### src/smg_pkg.sv
// Shared types and constants for the silhouette mask generator.
// Depends on nothing; every other file imports it.
package smg_pkg;

   // Command codes on the request channel
   localparam logic [1:0] CMD_START = 2'd0;
   localparam logic [1:0] CMD_KEY   = 2'd1;
   localparam logic [1:0] CMD_PIXEL = 2'd2;

   // Configuration register indexes
   localparam int CSR_INDEX_W = 3;
   localparam int CSR_DATA_W  = 10;
   localparam logic [CSR_INDEX_W-1:0] REG_SAT_THRESHOLD = 3'd0;
   localparam logic [CSR_INDEX_W-1:0] REG_LUM_THRESHOLD = 3'd1;
   localparam logic [CSR_INDEX_W-1:0] REG_MARGIN_LEFT   = 3'd2;
   localparam logic [CSR_INDEX_W-1:0] REG_MARGIN_TOP    = 3'd3;
   localparam logic [CSR_INDEX_W-1:0] REG_MARGIN_RIGHT  = 3'd4;
   localparam logic [CSR_INDEX_W-1:0] REG_MARGIN_BOTTOM = 3'd5;

   // Register reset values
   localparam logic [7:0] SAT_THRESHOLD_RST = 8'd30;
   localparam logic [7:0] LUM_THRESHOLD_RST = 8'd40;
   localparam logic [9:0] MARGIN_LEFT_RST   = 10'd35;
   localparam logic [8:0] MARGIN_TOP_RST    = 9'd35;
   localparam logic [9:0] MARGIN_RIGHT_RST  = 10'd30;
   localparam logic [8:0] MARGIN_BOTTOM_RST = 9'd10;

   localparam logic [7:0] CHAN_FULL = 8'd255;
   localparam logic [5:0] JOINT_COUNT_MAX = 6'd63;

   typedef struct packed {
      logic [1:0] command;
      logic [9:0] key_x;
      logic [9:0] key_y;
      logic [9:0] pixel_x;
      logic [9:0] pixel_y;
      logic [7:0] pixel_blue;
      logic [7:0] pixel_green;
      logic [7:0] pixel_red;
   } req_type;

   typedef struct packed {
      logic       foreground;
      logic [7:0] lightness;
      logic [7:0] saturation_value;
   } rsp_type;

   typedef struct packed {
      logic [7:0] sat_threshold;
      logic [7:0] lum_threshold;
      logic [9:0] margin_left;
      logic [8:0] margin_top;
      logic [9:0] margin_right;
      logic [8:0] margin_bottom;
   } cfg_type;

   typedef enum logic [1:0] {
      OP_START,
      OP_KEY,
      OP_PIXEL
   } op_type;

   // One classified work item as it travels from front to back
   typedef struct packed {
      op_type     op;
      logic [9:0] pos_x;
      logic [9:0] pos_y;
      logic [7:0] chan_max;
      logic [7:0] chan_min;
      logic       white;
   } work_type;

endpackage

### src/smg_front.sv
// Front end: accepts request transactions, decodes the command and reduces
// the pixel colour to max, min and a white flag. Depends on smg_pkg.
module smg_front
   import smg_pkg::*;
(
   input  logic     req_push,
   input  req_type  req_data,
   output logic     req_full,
   input  logic     q_full,
   output logic     q_push,
   output work_type q_wdata
);

   logic [7:0] max_bg;
   logic [7:0] min_bg;
   logic       keep;

   always_comb begin
      max_bg = (req_data.pixel_green > req_data.pixel_blue) ? req_data.pixel_green
                                                            : req_data.pixel_blue;
      min_bg = (req_data.pixel_green < req_data.pixel_blue) ? req_data.pixel_green
                                                            : req_data.pixel_blue;
      q_wdata.chan_max = (req_data.pixel_red > max_bg) ? req_data.pixel_red : max_bg;
      q_wdata.chan_min = (req_data.pixel_red < min_bg) ? req_data.pixel_red : min_bg;
      q_wdata.white    = (req_data.pixel_blue == CHAN_FULL) &&
                         (req_data.pixel_green == CHAN_FULL) &&
                         (req_data.pixel_red == CHAN_FULL);
      q_wdata.pos_x    = req_data.pixel_x;
      q_wdata.pos_y    = req_data.pixel_y;
      q_wdata.op       = OP_START;
      keep             = 1'b1;
      case (req_data.command)
         CMD_START: begin
            q_wdata.op = OP_START;
         end
         CMD_KEY: begin
            q_wdata.op    = OP_KEY;
            q_wdata.pos_x = req_data.key_x;
            q_wdata.pos_y = req_data.key_y;
         end
         CMD_PIXEL: begin
            q_wdata.op = OP_PIXEL;
         end
         default: begin
            // unused command: accept and drop
            keep = 1'b0;
         end
      endcase
   end

   assign req_full = q_full;
   assign q_push   = req_push && !q_full && keep;

endmodule

### src/smg_queue.sv
// Work queue between front and back, registered read port.
// Depends on smg_pkg.
module smg_queue
   import smg_pkg::*;
#(
   parameter int DEPTH = 4
)
(
   input  logic     clock,
   input  logic     reset,
   input  logic     push,
   input  work_type wdata,
   output logic     full,
   input  logic     pop,
   output logic     empty,
   output work_type rdata
);

   localparam int PTR_W = (DEPTH > 1) ? $clog2(DEPTH) : 1;
   localparam int CNT_W = $clog2(DEPTH + 1);
   localparam logic [PTR_W-1:0] PTR_LAST = PTR_W'(DEPTH - 1);
   localparam logic [CNT_W-1:0] CNT_FULL = CNT_W'(DEPTH);

   work_type         mem [DEPTH];
   work_type         rdata_ff;
   logic [PTR_W-1:0] wr_ptr_ff, wr_ptr_in;
   logic [PTR_W-1:0] rd_ptr_ff, rd_ptr_in;
   logic [CNT_W-1:0] count_ff, count_in;
   logic             do_push;
   logic             do_pop;

   assign full    = (count_ff == CNT_FULL);
   assign empty   = (count_ff == '0);
   assign do_push = push && !full;
   assign do_pop  = pop && !empty;
   assign rdata   = rdata_ff;

   always_comb begin
      wr_ptr_in = wr_ptr_ff;
      rd_ptr_in = rd_ptr_ff;
      count_in  = count_ff;
      if (do_push) begin
         wr_ptr_in = (wr_ptr_ff == PTR_LAST) ? '0 : wr_ptr_ff + 1'b1;
      end
      if (do_pop) begin
         rd_ptr_in = (rd_ptr_ff == PTR_LAST) ? '0 : rd_ptr_ff + 1'b1;
      end
      if (do_push && !do_pop) begin
         count_in = count_ff + 1'b1;
      end else if (do_pop && !do_push) begin
         count_in = count_ff - 1'b1;
      end
   end

   always_ff @(posedge clock) begin
      if (reset) begin
         wr_ptr_ff <= '0;
         rd_ptr_ff <= '0;
         count_ff  <= '0;
      end else begin
         wr_ptr_ff <= wr_ptr_in;
         rd_ptr_ff <= rd_ptr_in;
         count_ff  <= count_in;
      end
   end

   always_ff @(posedge clock) begin
      if (do_push) begin
         mem[wr_ptr_ff] <= wdata;
      end
      if (do_pop) begin
         rdata_ff <= mem[rd_ptr_ff];
      end
   end

endmodule

### src/smg_back.sv
// Back end: keypoint box state, HLS lightness and bit-serial saturation
// divide, mask decision and result register. Depends on smg_pkg.
module smg_back
   import smg_pkg::*;
#(
   parameter int JOINTS       = 25,
   parameter int IMAGE_WIDTH  = 640,
   parameter int IMAGE_HEIGHT = 480
)
(
   input  logic     clock,
   input  logic     reset,
   input  cfg_type  cfg,
   input  logic     q_empty,
   output logic     q_pop,
   input  work_type q_rdata,
   output logic     rsp_empty,
   input  logic     rsp_pop,
   output rsp_type  rsp_data
);

   localparam logic [9:0] BOX_MIN_X_RST = 10'(IMAGE_WIDTH);
   localparam logic [9:0] BOX_MIN_Y_RST = 10'(IMAGE_HEIGHT);
   localparam logic [5:0] JOINTS_W      = 6'(JOINTS);
   localparam int         QUOT_BITS     = 8;
   localparam int         STEP_W        = $clog2(QUOT_BITS);
   localparam logic [STEP_W-1:0] STEP_LAST = STEP_W'(QUOT_BITS - 1);

   typedef enum logic [1:0] {
      ST_IDLE,
      ST_EXEC,
      ST_DIVIDE,
      ST_FINISH
   } state_type;

   state_type         state_ff, state_in;
   logic [9:0]        min_x_ff, min_x_in;
   logic [9:0]        max_x_ff, max_x_in;
   logic [9:0]        min_y_ff, min_y_in;
   logic [9:0]        max_y_ff, max_y_in;
   logic [5:0]        joints_ff, joints_in;
   logic [7:0]        lum_ff, lum_in;
   logic              inside_ff, inside_in;
   logic              white_ff, white_in;
   logic [8:0]        div_den_ff, div_den_in;
   logic [8:0]        div_rem_ff, div_rem_in;
   logic [7:0]        div_low_ff, div_low_in;
   logic [STEP_W-1:0] step_ff, step_in;
   logic              rsp_valid_ff, rsp_valid_in;
   rsp_type           rsp_ff, rsp_in;

   logic [8:0]  sum;
   logic [7:0]  diff;
   logic [9:0]  sum_round;
   logic [7:0]  den;
   logic [16:0] numer;
   logic [9:0]  trial;
   logic        trial_ge;
   logic        pale;

   assign rsp_empty = !rsp_valid_ff;
   assign rsp_data  = rsp_ff;

   always_comb begin
      sum       = {1'b0, q_rdata.chan_max} + {1'b0, q_rdata.chan_min};
      diff      = q_rdata.chan_max - q_rdata.chan_min;
      sum_round = {1'b0, sum} + 10'd1;
      den       = (sum < 9'd255) ? sum[7:0] : 8'(10'd510 - {1'b0, sum});
      // 510 * diff + den
      numer     = ({9'd0, diff} << 9) - ({9'd0, diff} << 1) + {9'd0, den};
      trial     = {div_rem_ff, div_low_ff[7]};
      trial_ge  = (trial >= {1'b0, div_den_ff});
      pale      = (div_low_ff < cfg.sat_threshold) && (lum_ff > cfg.lum_threshold);
   end

   always_comb begin
      state_in     = state_ff;
      min_x_in     = min_x_ff;
      max_x_in     = max_x_ff;
      min_y_in     = min_y_ff;
      max_y_in     = max_y_ff;
      joints_in    = joints_ff;
      lum_in       = lum_ff;
      inside_in    = inside_ff;
      white_in     = white_ff;
      div_den_in   = div_den_ff;
      div_rem_in   = div_rem_ff;
      div_low_in   = div_low_ff;
      step_in      = step_ff;
      rsp_valid_in = rsp_valid_ff;
      rsp_in       = rsp_ff;
      q_pop        = 1'b0;

      if (rsp_pop && rsp_valid_ff) begin
         rsp_valid_in = 1'b0;
      end

      case (state_ff)
         ST_IDLE: begin
            if (!q_empty) begin
               q_pop    = 1'b1;
               state_in = ST_EXEC;
            end
         end
         ST_EXEC: begin
            state_in = ST_IDLE;
            case (q_rdata.op)
               OP_START: begin
                  min_x_in  = BOX_MIN_X_RST;
                  max_x_in  = '0;
                  min_y_in  = BOX_MIN_Y_RST;
                  max_y_in  = '0;
                  joints_in = '0;
               end
               OP_KEY: begin
                  if (q_rdata.pos_x != '0 && q_rdata.pos_x < min_x_ff) begin
                     min_x_in = q_rdata.pos_x;
                  end
                  if (q_rdata.pos_y != '0 && q_rdata.pos_y < min_y_ff) begin
                     min_y_in = q_rdata.pos_y;
                  end
                  if (q_rdata.pos_x > max_x_ff) begin
                     max_x_in = q_rdata.pos_x;
                  end
                  if (q_rdata.pos_y > max_y_ff) begin
                     max_y_in = q_rdata.pos_y;
                  end
                  if (joints_ff != JOINT_COUNT_MAX) begin
                     joints_in = joints_ff + 1'b1;
                  end
               end
               OP_PIXEL: begin
                  lum_in   = sum_round[8:1];
                  white_in = q_rdata.white;
                  // box test without signed math: x > min - m  <=>  x + m > min
                  inside_in = 1'b1;
                  if (joints_ff == JOINTS_W) begin
                     inside_in =
                        ({1'b0, q_rdata.pos_x} + {1'b0, cfg.margin_left} >
                         {1'b0, min_x_ff}) &&
                        ({1'b0, q_rdata.pos_x} <
                         {1'b0, max_x_ff} + {1'b0, cfg.margin_right}) &&
                        ({1'b0, q_rdata.pos_y} + {2'b0, cfg.margin_top} >
                         {1'b0, min_y_ff}) &&
                        ({1'b0, q_rdata.pos_y} <
                         {1'b0, max_y_ff} + {2'b0, cfg.margin_bottom});
                  end
                  div_den_in = {den, 1'b0};
                  div_rem_in = numer[16:8];
                  step_in    = '0;
                  if (diff == '0) begin
                     div_low_in = '0;
                     state_in   = ST_FINISH;
                  end else begin
                     div_low_in = numer[7:0];
                     state_in   = ST_DIVIDE;
                  end
               end
               default: begin
                  state_in = ST_IDLE;
               end
            endcase
         end
         ST_DIVIDE: begin
            // one quotient bit per cycle; quotient shifts in behind the dividend
            div_rem_in = trial_ge ? 9'(trial - {1'b0, div_den_ff}) : trial[8:0];
            div_low_in = {div_low_ff[6:0], trial_ge};
            step_in    = step_ff + 1'b1;
            if (step_ff == STEP_LAST) begin
               state_in = ST_FINISH;
            end
         end
         ST_FINISH: begin
            if (!rsp_valid_ff || rsp_pop) begin
               rsp_in.foreground       = inside_ff && !pale && !white_ff;
               rsp_in.lightness        = lum_ff;
               rsp_in.saturation_value = div_low_ff;
               rsp_valid_in            = 1'b1;
               state_in                = ST_IDLE;
            end
         end
         default: begin
            state_in = ST_IDLE;
         end
      endcase
   end

   always_ff @(posedge clock) begin
      if (reset) begin
         state_ff     <= ST_IDLE;
         rsp_valid_ff <= 1'b0;
         min_x_ff     <= BOX_MIN_X_RST;
         max_x_ff     <= '0;
         min_y_ff     <= BOX_MIN_Y_RST;
         max_y_ff     <= '0;
         joints_ff    <= '0;
         step_ff      <= '0;
      end else begin
         state_ff     <= state_in;
         rsp_valid_ff <= rsp_valid_in;
         min_x_ff     <= min_x_in;
         max_x_ff     <= max_x_in;
         min_y_ff     <= min_y_in;
         max_y_ff     <= max_y_in;
         joints_ff    <= joints_in;
         step_ff      <= step_in;
      end
      lum_ff     <= lum_in;
      inside_ff  <= inside_in;
      white_ff   <= white_in;
      div_den_ff <= div_den_in;
      div_rem_ff <= div_rem_in;
      div_low_ff <= div_low_in;
      rsp_ff     <= rsp_in;
   end

endmodule

### src/silhouette_mask_generator_top.sv
// Top level of the silhouette mask generator: configuration registers,
// front end, work queue and back end. Depends on smg_pkg, smg_front,
// smg_queue and smg_back.
//
//   Request channel (req_push / req_full / req_data): one transaction per
//   start-frame, keypoint or pixel command. Command code 3 is accepted and
//   dropped. Result channel (rsp_empty / rsp_pop / rsp_data): one transaction
//   per pixel, in request order. CSR port (csr_write / csr_index / csr_wdata):
//   write thresholds and margins only while no transaction is in flight.
//   Sequencing: the back end runs one command at a time. Start and keypoint
//   commands pass through queue read and decode; a pixel passes through queue
//   read, decode, the one-bit-per-cycle saturation divider and result load,
//   while a gray pixel skips the divider. The divider sets the pixel rate;
//   the work queue (QUEUE_DEPTH entries) keeps the request side open while
//   the back end is busy.
//   Reset: thresholds and margins return to their defaults, the keypoint box
//   is cleared, queue and result register empty. Stall: a result not popped
//   holds in the output register; the back end waits on the next pixel, the
//   queue fills and req_full rises.
module silhouette_mask_generator_top
   import smg_pkg::*;
#(
   parameter int JOINTS       = 25,
   parameter int IMAGE_WIDTH  = 640,
   parameter int IMAGE_HEIGHT = 480,
   parameter int QUEUE_DEPTH  = 4
)
(
   input  logic                   clock,
   input  logic                   reset,
   input  logic                   req_push,
   output logic                   req_full,
   input  req_type                req_data,
   output logic                   rsp_empty,
   input  logic                   rsp_pop,
   output rsp_type                rsp_data,
   input  logic                   csr_write,
   input  logic [CSR_INDEX_W-1:0] csr_index,
   input  logic [CSR_DATA_W-1:0]  csr_wdata
);

   cfg_type  cfg_ff, cfg_in;
   logic     q_push;
   logic     q_full;
   logic     q_pop;
   logic     q_empty;
   work_type q_wdata;
   work_type q_rdata;

   // CSR decode: keep the low bits of the write data for narrow registers
   always_comb begin
      cfg_in = cfg_ff;
      if (csr_write) begin
         case (csr_index)
            REG_SAT_THRESHOLD: cfg_in.sat_threshold = csr_wdata[7:0];
            REG_LUM_THRESHOLD: cfg_in.lum_threshold = csr_wdata[7:0];
            REG_MARGIN_LEFT:   cfg_in.margin_left   = csr_wdata;
            REG_MARGIN_TOP:    cfg_in.margin_top    = csr_wdata[8:0];
            REG_MARGIN_RIGHT:  cfg_in.margin_right  = csr_wdata;
            REG_MARGIN_BOTTOM: cfg_in.margin_bottom = csr_wdata[8:0];
            default: begin
               // drop writes beyond the register list
               cfg_in = cfg_ff;
            end
         endcase
      end
   end

   always_ff @(posedge clock) begin
      if (reset) begin
         cfg_ff.sat_threshold <= SAT_THRESHOLD_RST;
         cfg_ff.lum_threshold <= LUM_THRESHOLD_RST;
         cfg_ff.margin_left   <= MARGIN_LEFT_RST;
         cfg_ff.margin_top    <= MARGIN_TOP_RST;
         cfg_ff.margin_right  <= MARGIN_RIGHT_RST;
         cfg_ff.margin_bottom <= MARGIN_BOTTOM_RST;
      end else begin
         cfg_ff <= cfg_in;
      end
   end

   smg_front u_front (
      .req_push (req_push),
      .req_data (req_data),
      .req_full (req_full),
      .q_full   (q_full),
      .q_push   (q_push),
      .q_wdata  (q_wdata)
   );

   smg_queue #(
      .DEPTH (QUEUE_DEPTH)
   ) u_queue (
      .clock (clock),
      .reset (reset),
      .push  (q_push),
      .wdata (q_wdata),
      .full  (q_full),
      .pop   (q_pop),
      .empty (q_empty),
      .rdata (q_rdata)
   );

   smg_back #(
      .JOINTS       (JOINTS),
      .IMAGE_WIDTH  (IMAGE_WIDTH),
      .IMAGE_HEIGHT (IMAGE_HEIGHT)
   ) u_back (
      .clock     (clock),
      .reset     (reset),
      .cfg       (cfg_ff),
      .q_empty   (q_empty),
      .q_pop     (q_pop),
      .q_rdata   (q_rdata),
      .rsp_empty (rsp_empty),
      .rsp_pop   (rsp_pop),
      .rsp_data  (rsp_data)
   );

   // The back end never reads from an empty queue
   a_pop_not_empty: assert property (@(posedge clock) disable iff (reset)
      q_pop |-> !q_empty)
      else $error("back end popped an empty work queue");

   // Nothing is waiting on the result side right after reset
   a_reset_empty: assert property (@(posedge clock)
      (!reset && $past(reset)) |-> rsp_empty)
      else $error("result channel not empty after reset");

   // Full lightness with zero saturation is pure white, which is background
   a_white_background: assert property (@(posedge clock) disable iff (reset)
      (!rsp_empty && rsp_data.lightness == CHAN_FULL &&
       rsp_data.saturation_value == '0) |-> !rsp_data.foreground)
      else $error("pure white pixel marked as foreground");

endmodule
### config.mk
export PLATFORM = sky130hd
export DESIGN_NAME = silhouette_mask_generator_top
export DESIGN_NICKNAME = d
export VERILOG_FILES = /design/src/smg_pkg.sv /design/src/smg_front.sv /design/src/smg_queue.sv /design/src/smg_back.sv /design/src/silhouette_mask_generator_top.sv
export SDC_FILE = /design/constraint.sdc
export NUM_CORES = 1
export LEC_CHECK = 0
export ABC_CLOCK_PERIOD_IN_PS = 4900
export BUFFER_PORTS_ARGS = -buffer_cell sky130_fd_sc_hd__buf_4
export CORE_MARGIN = 10
export CORE_UTILIZATION = 39
export CTS_CLUSTER_DIAMETER = 40
export DETAILED_ROUTE_END_ITERATION = 8
export PLACE_DENSITY = 0.67
export SYNTH_ARGS = -nofsm -noshare
export SYNTH_HDL_FRONTEND = slang
export SYNTH_SLANG_ARGS = --single-unit
### constraint.sdc
create_clock -name clock -period 4.9 [get_ports clock]
set_input_delay 0.735 -clock clock [delete_from_list [all_inputs] [get_ports clock]]
set_output_delay 0.735 -clock clock [all_outputs]
set_load 0.005 [all_outputs]
## Yosys cells after proc, flatten, opt, wreduce, memory -nomap -nowiden

Memories as Yosys holds them, arrays and structs flattened. A register that Yosys moved wholly into a read port is not among the register bits.
Cells that the tools add are included.
Widths: inputs -> output; s select.

| storage, ports and cells | value |
|---|---|
| register bits after elaboration | 165 |
| RAM bits | 156 |
| input bits | 84 |
| output and inout port bits | 19 |
| logic and storage cells | 185 |
| memories | 1 |

| cells by class | value |
|---|---|
| add/sub/neg operators | 17 |
| $lt $le $gt $ge | 16 |
| eq/ne operators | 30 |
| multiplexer cells | 43 |
| reductions and logical operators | 52 |

Memories:

| name | depth | width | read ports | clocked after Yosys merged registers in | wr ports | RTL line | RTL |
|---|---|---|---|---|---|---|---|
| u_queue.mem | 4 | 39 | 1 | 1 | 1 | smg_queue.sv:24 | `work_type mem [DEPTH];` |

Operator list:

| kind | count |
|---|---|
| $pmux 10 s2 | 4 |
| $mux 8 | 7 |
| $mux 10 | 4 |
| $eq 8x8->1 const B | 3 |
| $gt 8x8->1 | 3 |
| $lt 8x8->1 | 3 |
| $add 10x10->11 | 2 |
| $add 10x9->11 | 2 |
| $gt 11x10->1 | 2 |
| $lt 10x11->1 | 2 |
| $gt 10x10->1 | 2 |
| $lt 10x10->1 | 2 |
| $mux 20 | 1 |
| $reduce_bool 10->1 | 2 |
| $mux 9 | 2 |
| $pmux 9 s2 | 1 |
| $reduce_and 2->1 | 9 |
| $reduce_and 3->1 | 6 |
| $add 17x8->17 | 1 |
| $logic_and 1x1->1 | 17 |
| $sub 17x9->17 | 1 |
| $ne 2x1->1 const B | 8 |
| $pmux 8 s2 | 1 |
| $eq 2x2->1 const B | 6 |
| 33 further kinds | 67 |

## Depth between registers and ports, before layout

Gate-level depths: netlist of run 1.

| depth | value |
|---|---|
| depth in word-level cells | 9 |
| gate-level depth with buffers | 21 |
| depth with buffers taken out | 20 |

## Modules after synthesis

From an unflattened synthesis of run 1, not the netlist that was laid out.

| unflattened totals | value |
|---|---|
| cells, all modules | 1717 |
| area total of the unflattened synthesis | 20234.4 um^2 |

By module, submodules not included:

| module | instances | cells an instance | area an instance (um^2) | sequential area each (um^2) |
|---|---|---|---|---|
| smg_back | 1 | 1068 | 9611.7 | 2602.5 |
| smg_queue | 1 | 292 | 7224.4 | 5995.8 |
| silhouette_mask_generator_top | 1 | 200 | 2153.3 | 1081.0 |
| smg_front | 1 | 157 | 1244.9 | 0.0 |

## Worst setup path after synthesis of run 1

Ideal clock, no wire load.

| timing | value |
|---|---|
| path kind | register to register |
| start | register u_queue.rdata[1] (netlist name) |
| end | register u_back.div_rem_ff[5], data pin |
| library setup time | 266 ps |
| arrival | 4157 ps |
| data required time | 4634 ps |
| path slack | 477 ps |
| stages on the path, launching flop included | 20 |
| buffers on the path | 0 |
| clock period less this slack | 4423 ps |
| cells stage by stage | edfxtp_1 ha_1 inv_1 fa_1 o21bai_2 a211oi_1 o311ai_4 o2111ai_4 o21a_2 nor2_1 xnor2_1 ha_1 a21o_1 a21o_1 a21o_1 or2_2 a31o_1 a211o_1 xnor2_1 o21ai_1 |

| on the way | value |
|---|---|
| longest elaborated chain between the ends | 6 |
| elaborated cells between the ends (all ways) | 9 |
| those cells by class | add/sub: 5; order compare: 1; mux: 3 |

RTL lines:

| what | RTL line | RTL |
|---|---|---|
| $add 8x8->9 * | smg_back.sv:65 | `sum = {1'b0, q_rdata.chan_max} + {1'b0, q_rdata.chan_min};` |
| $sub 8x8->8 / $lt 9x8->1 (equally long branches) | smg_back.sv:68 | `den = (sum < 9'd255) ? sum[7:0] : 8'(10'd510 - {1'b0, sum});` |
| $mux 8 * | smg_back.sv:68 |  |
| named net u_back.den[4] | smg_back.sv:55 | `logic [7:0] den;` |
| $add 17x8->17 * | smg_back.sv:70 | `numer = ({9'd0, diff} << 9) - ({9'd0, diff} << 1) + {9'd0, den};` |
| $mux 9 * | smg_back.sv:107 | `case (q_rdata.op)` |
| $pmux 9 s2 * | smg_back.sv:98 | `case (state_ff)` |
| named net u_back.div_rem_in[5] | smg_back.sv:46 | `logic [8:0] div_rem_ff, div_rem_in;` |
| end signal: assignment | smg_back.sv:212 | `div_rem_ff <= div_rem_in;` |
| end: declaration | smg_back.sv:46 |  |

The timed path passes the listed nets; every way through them passes the cells marked *. The select of a mux whose other input is x is not followed.
A chain may end at the register's enable or synchronous reset.

## Final worst setup path of run 1

| timing | value |
|---|---|
| start | register u_queue.rdata[1] (netlist name) |
| end | register u_back.div_rem_ff[5], data pin |

| on the way | value |
|---|---|
| longest elaborated chain between the ends | 6 |
| elaborated cells between the ends (all ways) | 9 |
| those cells by class | add/sub: 5; order compare: 1; mux: 3 |

RTL lines:

| what | RTL line |
|---|---|
| $add 8x8->9 * | smg_back.sv:65 |
| $sub 8x8->8 / $lt 9x8->1 (equally long branches) | smg_back.sv:68 |
| $mux 8 * | smg_back.sv:68 |
| named net u_back.den[4] | smg_back.sv:55 |
| $add 17x8->17 * | smg_back.sv:70 |
| $mux 9 * | smg_back.sv:107 |
| $pmux 9 s2 * | smg_back.sv:98 |
| named net u_back.div_rem_in[5] | smg_back.sv:46 |

Marked as above.

==> results.md, run 1 <==
- DIE HEIGHT: 245 um
- Least-Margin Pin Slew: 1.17 ns
- Syn nets: 2022
- Critical path class: reg2reg
- Clock sink total: 360
- CP arrival: 4.96 ns
- Main synth FF type: edfxtp_1
- RSZ-0062 raised after global routing: false
- Status: complete, no violations
- Fin crit period: 4.69 ns
- Starting Density: 39.4%
- Vias per inst: 5.16
- Placement Cell Area: 21200 sq um
- # fillers: 4673
- Routability Congestion: 0.864
- Vias: 13200
- Share of the synthesized area in the top cell type: 37.6%
- Min-Delay Endpoint: cfg_ff[37]
- Drt first pass iters: 5
- Tot Pwr: 0.0181 W
- Achievable Freq: 213 MHz
- Cell mode on critical path: a21o_1
- Total GRT Usage: 14.8%
- Crit path max fanout: 5
- Hold Crit Class: in2reg
- Endpoint of the worst register-to-register path: u_back.div_rem_ff[5]
- Tcrit/Tclk final: 95.7%
- Post-route core utilization: 45.6%
- Ranking of synthesized cells by area: edfxtp_1 (38%), ha_1 (12%), dfxtp_1 (11%)
- Final instance area: 22800 sq um
- CORE AREA: 50100 sq um
- Critical path, cell by cell: ha_1, inv_1, fa_2, nor2_2, nand3_1, mux2i_2, o2111ai_4, o21a_4, nor2_1, xnor2_1, ha_1, a21o_1, a21o_1, a21o_1, or2_2, a31o_1, a211o_1, xnor2_1, o21ai_1
- Final ANT Viol Nets: 0
- Asr flop ratio synth: 0%
- Die width: 245 um
- Drt drc: 0
- Total grt overflow: 0
- Post-DP HPWL: 33200 um
- Largest net degree at the start of global routing: 57
- Antenna violations before repair: 0
- WHS Path Cells: 3
- Final TNS setup: 0 ns
- Reg clk slew, reported paths: 0.06 ns
- Cells after Synth: 1738
- I/O pins: 103
- Pwr per Cell Area: 792 nW/um^2
- Setup crit end kind: flip-flop
- Max-cap violations: 0
- Crit start category: flip-flop
- VDD IR max: 0.730 mV
- R2r startpoint: u_queue.rdata[1]
- Number of synthesized flops with an enable pin: 247
- Worst-Skew Late Latency: 0.57 ns
- Root Buffer: clkbuf_16
- Longest Clk Path Bufs: 3
- Slew headroom: 21.5%
- Internal reg-to-reg setup slack: 0.21 ns
- CP max-delay cell: fa_2
- Post-CTS Setup Inserts: 0
- Leak pwr: 8.97 nW
- Fin. Hold Viols: 0
- CP required: 5.18 ns
- Synth cell types: 76
- FP Rows: 82
- Area Overhead vs Synth: 15.7%
- DRT iter0 DRCs: 772
- Wirelength, routed: 44700 um
- CTS Buf Count: 49
- Worst path max stage delay: 0.49 ns
- Post-CTS Resized: 0
- Synth Cell Area: 19700 sq um
- Syn avg cell area: 11.4 sq um
- Yosys reg bits: 360
- CTS tree: done
- # diodes: 0
- Routed length per instance: 17.4 um
- Die ar.: 60000 sq um
- PortBufs: 102
- HP Start: csr_wdata[9]
- Largest area contributor in the netlist: edfxtp_1
- Final Skew: 0.0146 ns
- Hold buffer count at cts: 0
- Yosys warns: 0
- Register area share after synthesis: 49.0%
- Vias in the first global route: 13300
- CTS H-tree lvls: 2
- Final Max Slew Viols: 0
- Nets: 2138
- Share of cells above drive strength 1: 15.3%
- First-pass GRT wire length: 72100 um
- Final setup fails: 0
- Worst R2R Path Depth: 19
## final cells by class
type / count / area, sq um / share of cell area (%)
multi-input combinational: 1205 / 9440 / 41.4
inverter: 127 / 477 / 2.09
tap: 672 / 841 / 3.68
timing repair buffer: 111 / 833 / 3.65
clock buffer: 65 / 1310 / 5.72
sequential: 360 / 9680 / 42.4
clock inverter: 26 / 251 / 1.10
## placed cells by master, fill, tap and decap left out, types with 39 or more instances in the layout
cell type / count
edfxtp_1: 247
ha_1: 192
nand2_1: 156
nor2_1: 133
inv_1: 127
a21oi_1: 120
dfxtp_1: 111
buf_4: 111
xnor2_1: 54
mux2i_1: 53
clkbuf_16: 49
o21ai_0: 46
mux4_2: 39
## power by group
group	total, W	switching [W]	leakage, nW	internal, W
Sequential	0.00489	0.000567	3.19	0.00432
Combinational	0.00982	0.00564	5.02	0.00418
Clock	0.00336	0.00138	0.759	0.00198
## routing by layer
metal | GRT usage [%] | vias to the layer above | part of all wire, %
li1 | - | 6564 | -
met1 | 20.1 | 6378 | 48
met2 | 23.8 | 242 | 47
met3 | 2.38 | 50 | 4.2
met4 | 4.38 | 0 | 1.8
met5 | 0 | - | 0
## through the flow
stage	instances	hold WS, ns	worst slack, ns
final	2566	0.429	0.211
after floorplan	1738	0.400	0.477
after CTS	2566	0.397	0.0693
after detailed placement	2475	0.460	0.0916
after global routing	2566	0.408	0.00817
after global placement	2475	0.448	0.214
## registers in the layout (all words and copies together), names as in the netlist, 8 cells and up, named ones only
name / count
cfg_ff: 54
u_queue.mem: 156
u_back.min_y_ff: 10
u_back.div_den_ff: 8
u_back.max_x_ff: 10
u_back.rsp_data: 17
u_back.max_y_ff: 10
u_queue.rdata: 39
u_back.div_rem_ff: 9
u_back.min_x_ff: 10
u_back.div_low_ff: 8
u_back.lum_ff: 8
## worst max-delay path by stage
stage	startpoint	to	slack [ns]	depth (start not counted)
after global placement	u_queue.rdata[1]	u_back.div_rem_ff[5]	0.21	19
final	u_queue.rdata[1]	u_back.div_rem_ff[5]	0.21	19
after global routing	u_queue.rdata[1]	u_back.div_rem_ff[5]	0.008	19
after floorplan	u_queue.rdata[1]	u_back.div_rem_ff[5]	0.48	19
after CTS	u_queue.rdata[1]	u_back.div_rem_ff[5]	0.07	19
after detailed placement	u_queue.rdata[1]	u_back.div_rem_ff[5]	0.09	19
## worst max-delay path: cells and delay by family, from the launching register on
kind,cells,cell delay (ns)
buffers and inverters,1,0.07
adders and majority gates,3,1.01
AOI/OAI and AO/OA,8,1.64
muxes,1,0.24
and+or+nand+nor,4,0.72
DFF,1,0.40
xor gates and xnor gates,2,0.31
## cell usage after synthesis, types with 13 or more instances
master / instances
o21bai_1: 15
edfxtp_1: 247
nand2_1: 156
dfxtp_1: 113
mux2_2: 25
o21ai_0: 46
and2_1: 19
o21a_1: 18
a21o_1: 31
inv_1: 127
nor2b_1: 31
xor2_1: 22
nor3_1: 15
mux2i_1: 54
ha_1: 192
clkbuf_1: 37
a21oi_1: 120
nand2b_1: 27
xnor2_1: 54
nand3_1: 25
o31ai_1: 14
nor2_1: 135
nand4_1: 21
a211oi_1: 13
mux4_2: 39
## kinds of logic after synthesis
| logic type | Yosys count | synth area share, % |
|---|---|---|
| simple gates | 476 | 11.3 |
| flops | 360 | 49.0 |
| compound gates | 333 | 11.1 |
| fa+ha+maj | 200 | 13.0 |
| buf+inv | 173 | 3.34 |
| mux | 119 | 8.73 |
| xor+xnor | 77 | 3.45 |
No activity file was read; power rests on OpenSTA's default activity.
==> run 2, diff against run 1 <==
--- a/config.mk
+++ b/config.mk
@@ -14,4 +14,5 @@
 export PLACE_DENSITY = 0.67
 export SYNTH_ARGS = -nofsm -noshare
 export SYNTH_HDL_FRONTEND = slang
+export SYNTH_HIERARCHICAL = 1
 export SYNTH_SLANG_ARGS = --single-unit
==> run 2 against run 1 <==
  * Critical path depth unchanged
  * Register-to-register slack worse by 0.09 ns
  * Wire length shrank 0.42%
  * Maximum frequency down 1.8%
  * Die area grew 2.3%
  * Synthesized area grew 2.5%
  * Via count grew 0.36%
  * Global-route usage decreased by 0.51 points
  * Critical path type unchanged
  * Largest cell class is now multi-input gates
==> results.md, run 2 <==
- Most frequent cell after synthesis: edfxtp_1
- CTS Buf Count: 44
- Vias in the first global route: 13600
- CORE AREA: 51300 sq um
- Most instantiated cells after synthesis: edfxtp_1 (247), ha_1 (193), inv_1 (146), nor2_1 (131), dfxtp_1 (113)
- Largest net degree at the start of global routing: 101
- Worst Slack Setup Final: 0.126 ns
- Largest area contributor in the netlist: edfxtp_1
- Max-cap violations: 0
- DRT iter0 DRCs: 762
- Pre-CTS setup slack: -0.0432 ns
- Main synth FF type: edfxtp_1
- Final Max Slew Viols: 0
- Post-DP HPWL: 32800 um
- Crit start category: flip-flop
- Syn nets: 2002
- Antenna violations before repair: 0
- Synth cell types: 88
- Nets: 2131
- Vias: 13300
- Setup crit end kind: flip-flop
- WHS Path Cells: 2
- Cells after Synth: 1717
- # fillers: 4671
- Syn avg cell area: 11.8 sq um
- Total GRT Usage: 14.3%
- Leak pwr: 9.47 nW
- Post-route core utilization: 45.6%
- Area Overhead vs Synth: 15.6%
- First-pass GRT wire length: 71200 um
- Drt drc: 0
- Routed length per instance: 17.4 um
- Fin. Hold Viols: 0
- Max reg flops: 156
- Total grt overflow: 0
- Drt first pass iters: 7
- Yosys reg bits: 360
- Final setup fails: 0
- CP max-delay cell: a2111o_1
- Final Skew: 0.0164 ns
- Ranking of synthesized cells by area: edfxtp_1 (37%), ha_1 (12%), dfxtp_1 (11%)
- Synth Cell Area: 20200 sq um
- Share of cells above drive strength 1: 16.4%
- Finished Layout Cells: 2561
- Reg clk slew, reported paths: 0.06 ns
- Number of synthesized flops with an enable pin: 247
- Final ANT Viol Nets: 0
- Worst-Skew Late Latency: 0.54 ns
- # diodes: 0
- Multi-input gate area: 9850 sq um
- Routability Congestion: 0.859
- Slew headroom: 26.4%
- Critical path class: reg2reg
- Yosys warns: 6
- PortBufs: 102
- Pwr per Cell Area: 624 nW/um^2
- CTS tree: done
- Wirelength, routed: 44500 um
- Vias per inst: 5.19
- CP required: 5.19 ns
- FP Rows: 83
- Longest Clk Path Bufs: 3
- Worst R2R Path Depth: 19
- DIE HEIGHT: 248 um
- Die width: 248 um
- Clock sink total: 360
- Worst path max stage delay: 0.51 ns
- Placed Instances: 2467
- CP arrival: 5.06 ns
- Root Buffer: clkbuf_16
- Crit path max fanout: 4
- VDD IR max: 0.526 mV
- Register area: 9680 sq um
- Status: complete, no violations
- I/O pins: 103
- Critical path, cell by cell: inv_2, ha_1, nand2b_1, a2111o_1, and3_4, or3_4, a31oi_4, buf_6, mux2i_1, ha_2, a221oi_2, o31a_1, a21oi_2, a311oi_2, nor2_2, buf_4, a2111oi_4, xnor2_1, o21ai_1
- Largest Register: u_queue/mem
- Share of the synthesized area in the top cell type: 36.7%
- Starting Density: 39.4%
- Asr flop ratio synth: 0%
- Fin crit period: 4.77 ns
- Hold Crit Class: reg2reg
- Least-Margin Pin Slew: 1.10 ns
- Tcrit/Tclk final: 97.4%
- Register area share after synthesis: 47.8%
- CTS H-tree lvls: 2
- Die ar.: 61400 sq um
- Commonest non-fill, non-tap cell in the layout: edfxtp_1
- Commonest non-fill, non-tap cells in the layout: edfxtp_1 (247), ha_1 (192), inv_1 (145), buf_4 (136), nor2_1 (130)
- Achievable Freq: 209 MHz
[run 2: changes by cell type after synthesis, moves of 18 or more]
| cell | delta |
|---|---|
| mux2i_1 | +58 |
| nand2_1 | -103 |
| a21oi_1 | -18 |
| o21ai_0 | -18 |
| nand2b_1 | +39 |
| inv_1 | +19 |
[run 2: worst max-delay path, delay by kind of cell, from the launching register on]
family                     cells  cell delay (ns)
xor gates and xnor gates       1             0.17
muxes                          1             0.22
DFF                            1             0.42
AOI/OAI and AO/OA              8             1.88
adders and majority gates      2             0.57
buffers and inverters          3             0.40
and+or+nand+nor                4             0.83
[run 2: layer usage]
| layer | vias up | share of wire [%] | wire length (um) | track usage, % |
|---|---|---|---|---|
| met1 | 6470 | 47 | 21100 | 19.3 |
| met2 | 226 | 47 | 20900 | 23.5 |
| met5 | - | 0 | 0 | 0 |
| met3 | 66 | 3.4 | 1520 | 1.85 |
| li1 | 6520 | - | - | - |
| met4 | 0 | 2.3 | 1000 | 4.30 |
[run 2: final cells by class]
cell class	instances	share of cell area (%)
tap	680	3.64
timing repair buffer	137	4.41
clock inverter	29	1.22
inverter	147	2.36
clock buffer	52	4.88
sequential	360	41.4
multi-input combinational	1156	42.1
[run 2: stage by stage]
step | area, sq um | hold slack (ns) | total power (W) | TNS (ns)
2_1_floorplan | 20200 | 0.400 | 0.00951 | 0
3_3_place_gp | 21800 | 0.457 | 0.0109 | 0
3_5_place_dp | 21800 | 0.469 | 0.0111 | -0.0432
4_1_cts | 23200 | 0.465 | 0.0143 | 0
5_1_grt | 23400 | 0.481 | 0.0156 | -0.0906
6_report | 23400 | 0.473 | 0.0146 | 0
[run 2: repair_timing]
item / in CTS / in global routing
resized for setup: 2 / 13
setup buffers: 1 / 12
pin swaps: 1 / 10
setup endpoints to repair: 3 / 5
hold buffers: 0 / 0
[run 2: worst paths after layout]
kind	startpoint	end	slack, ns
max reg2reg	u_queue/rdata[2]	u_back/div_rem_ff[7]	0.13
min	cfg_ff[39]	cfg_ff[39]	0.47
max	u_queue/rdata[2]	u_back/div_rem_ff[7]	0.13
min reg2reg	cfg_ff[39]	cfg_ff[39]	0.47
[run 2: cells by family after synthesis]
logic type      synth area share [%]
mux                             11.2
buf+inv                         3.95
flops                           47.8
fa+ha+maj                       12.7
compound gates                  9.62
xor+xnor                        4.06
simple gates                    10.6
[run 2: power by group]
part	switching, W	internal, W	total [W]
clock network	0.00131	0.00182	0.00313
registers	0.000384	0.00407	0.00445
logic	0.00375	0.00327	0.00702
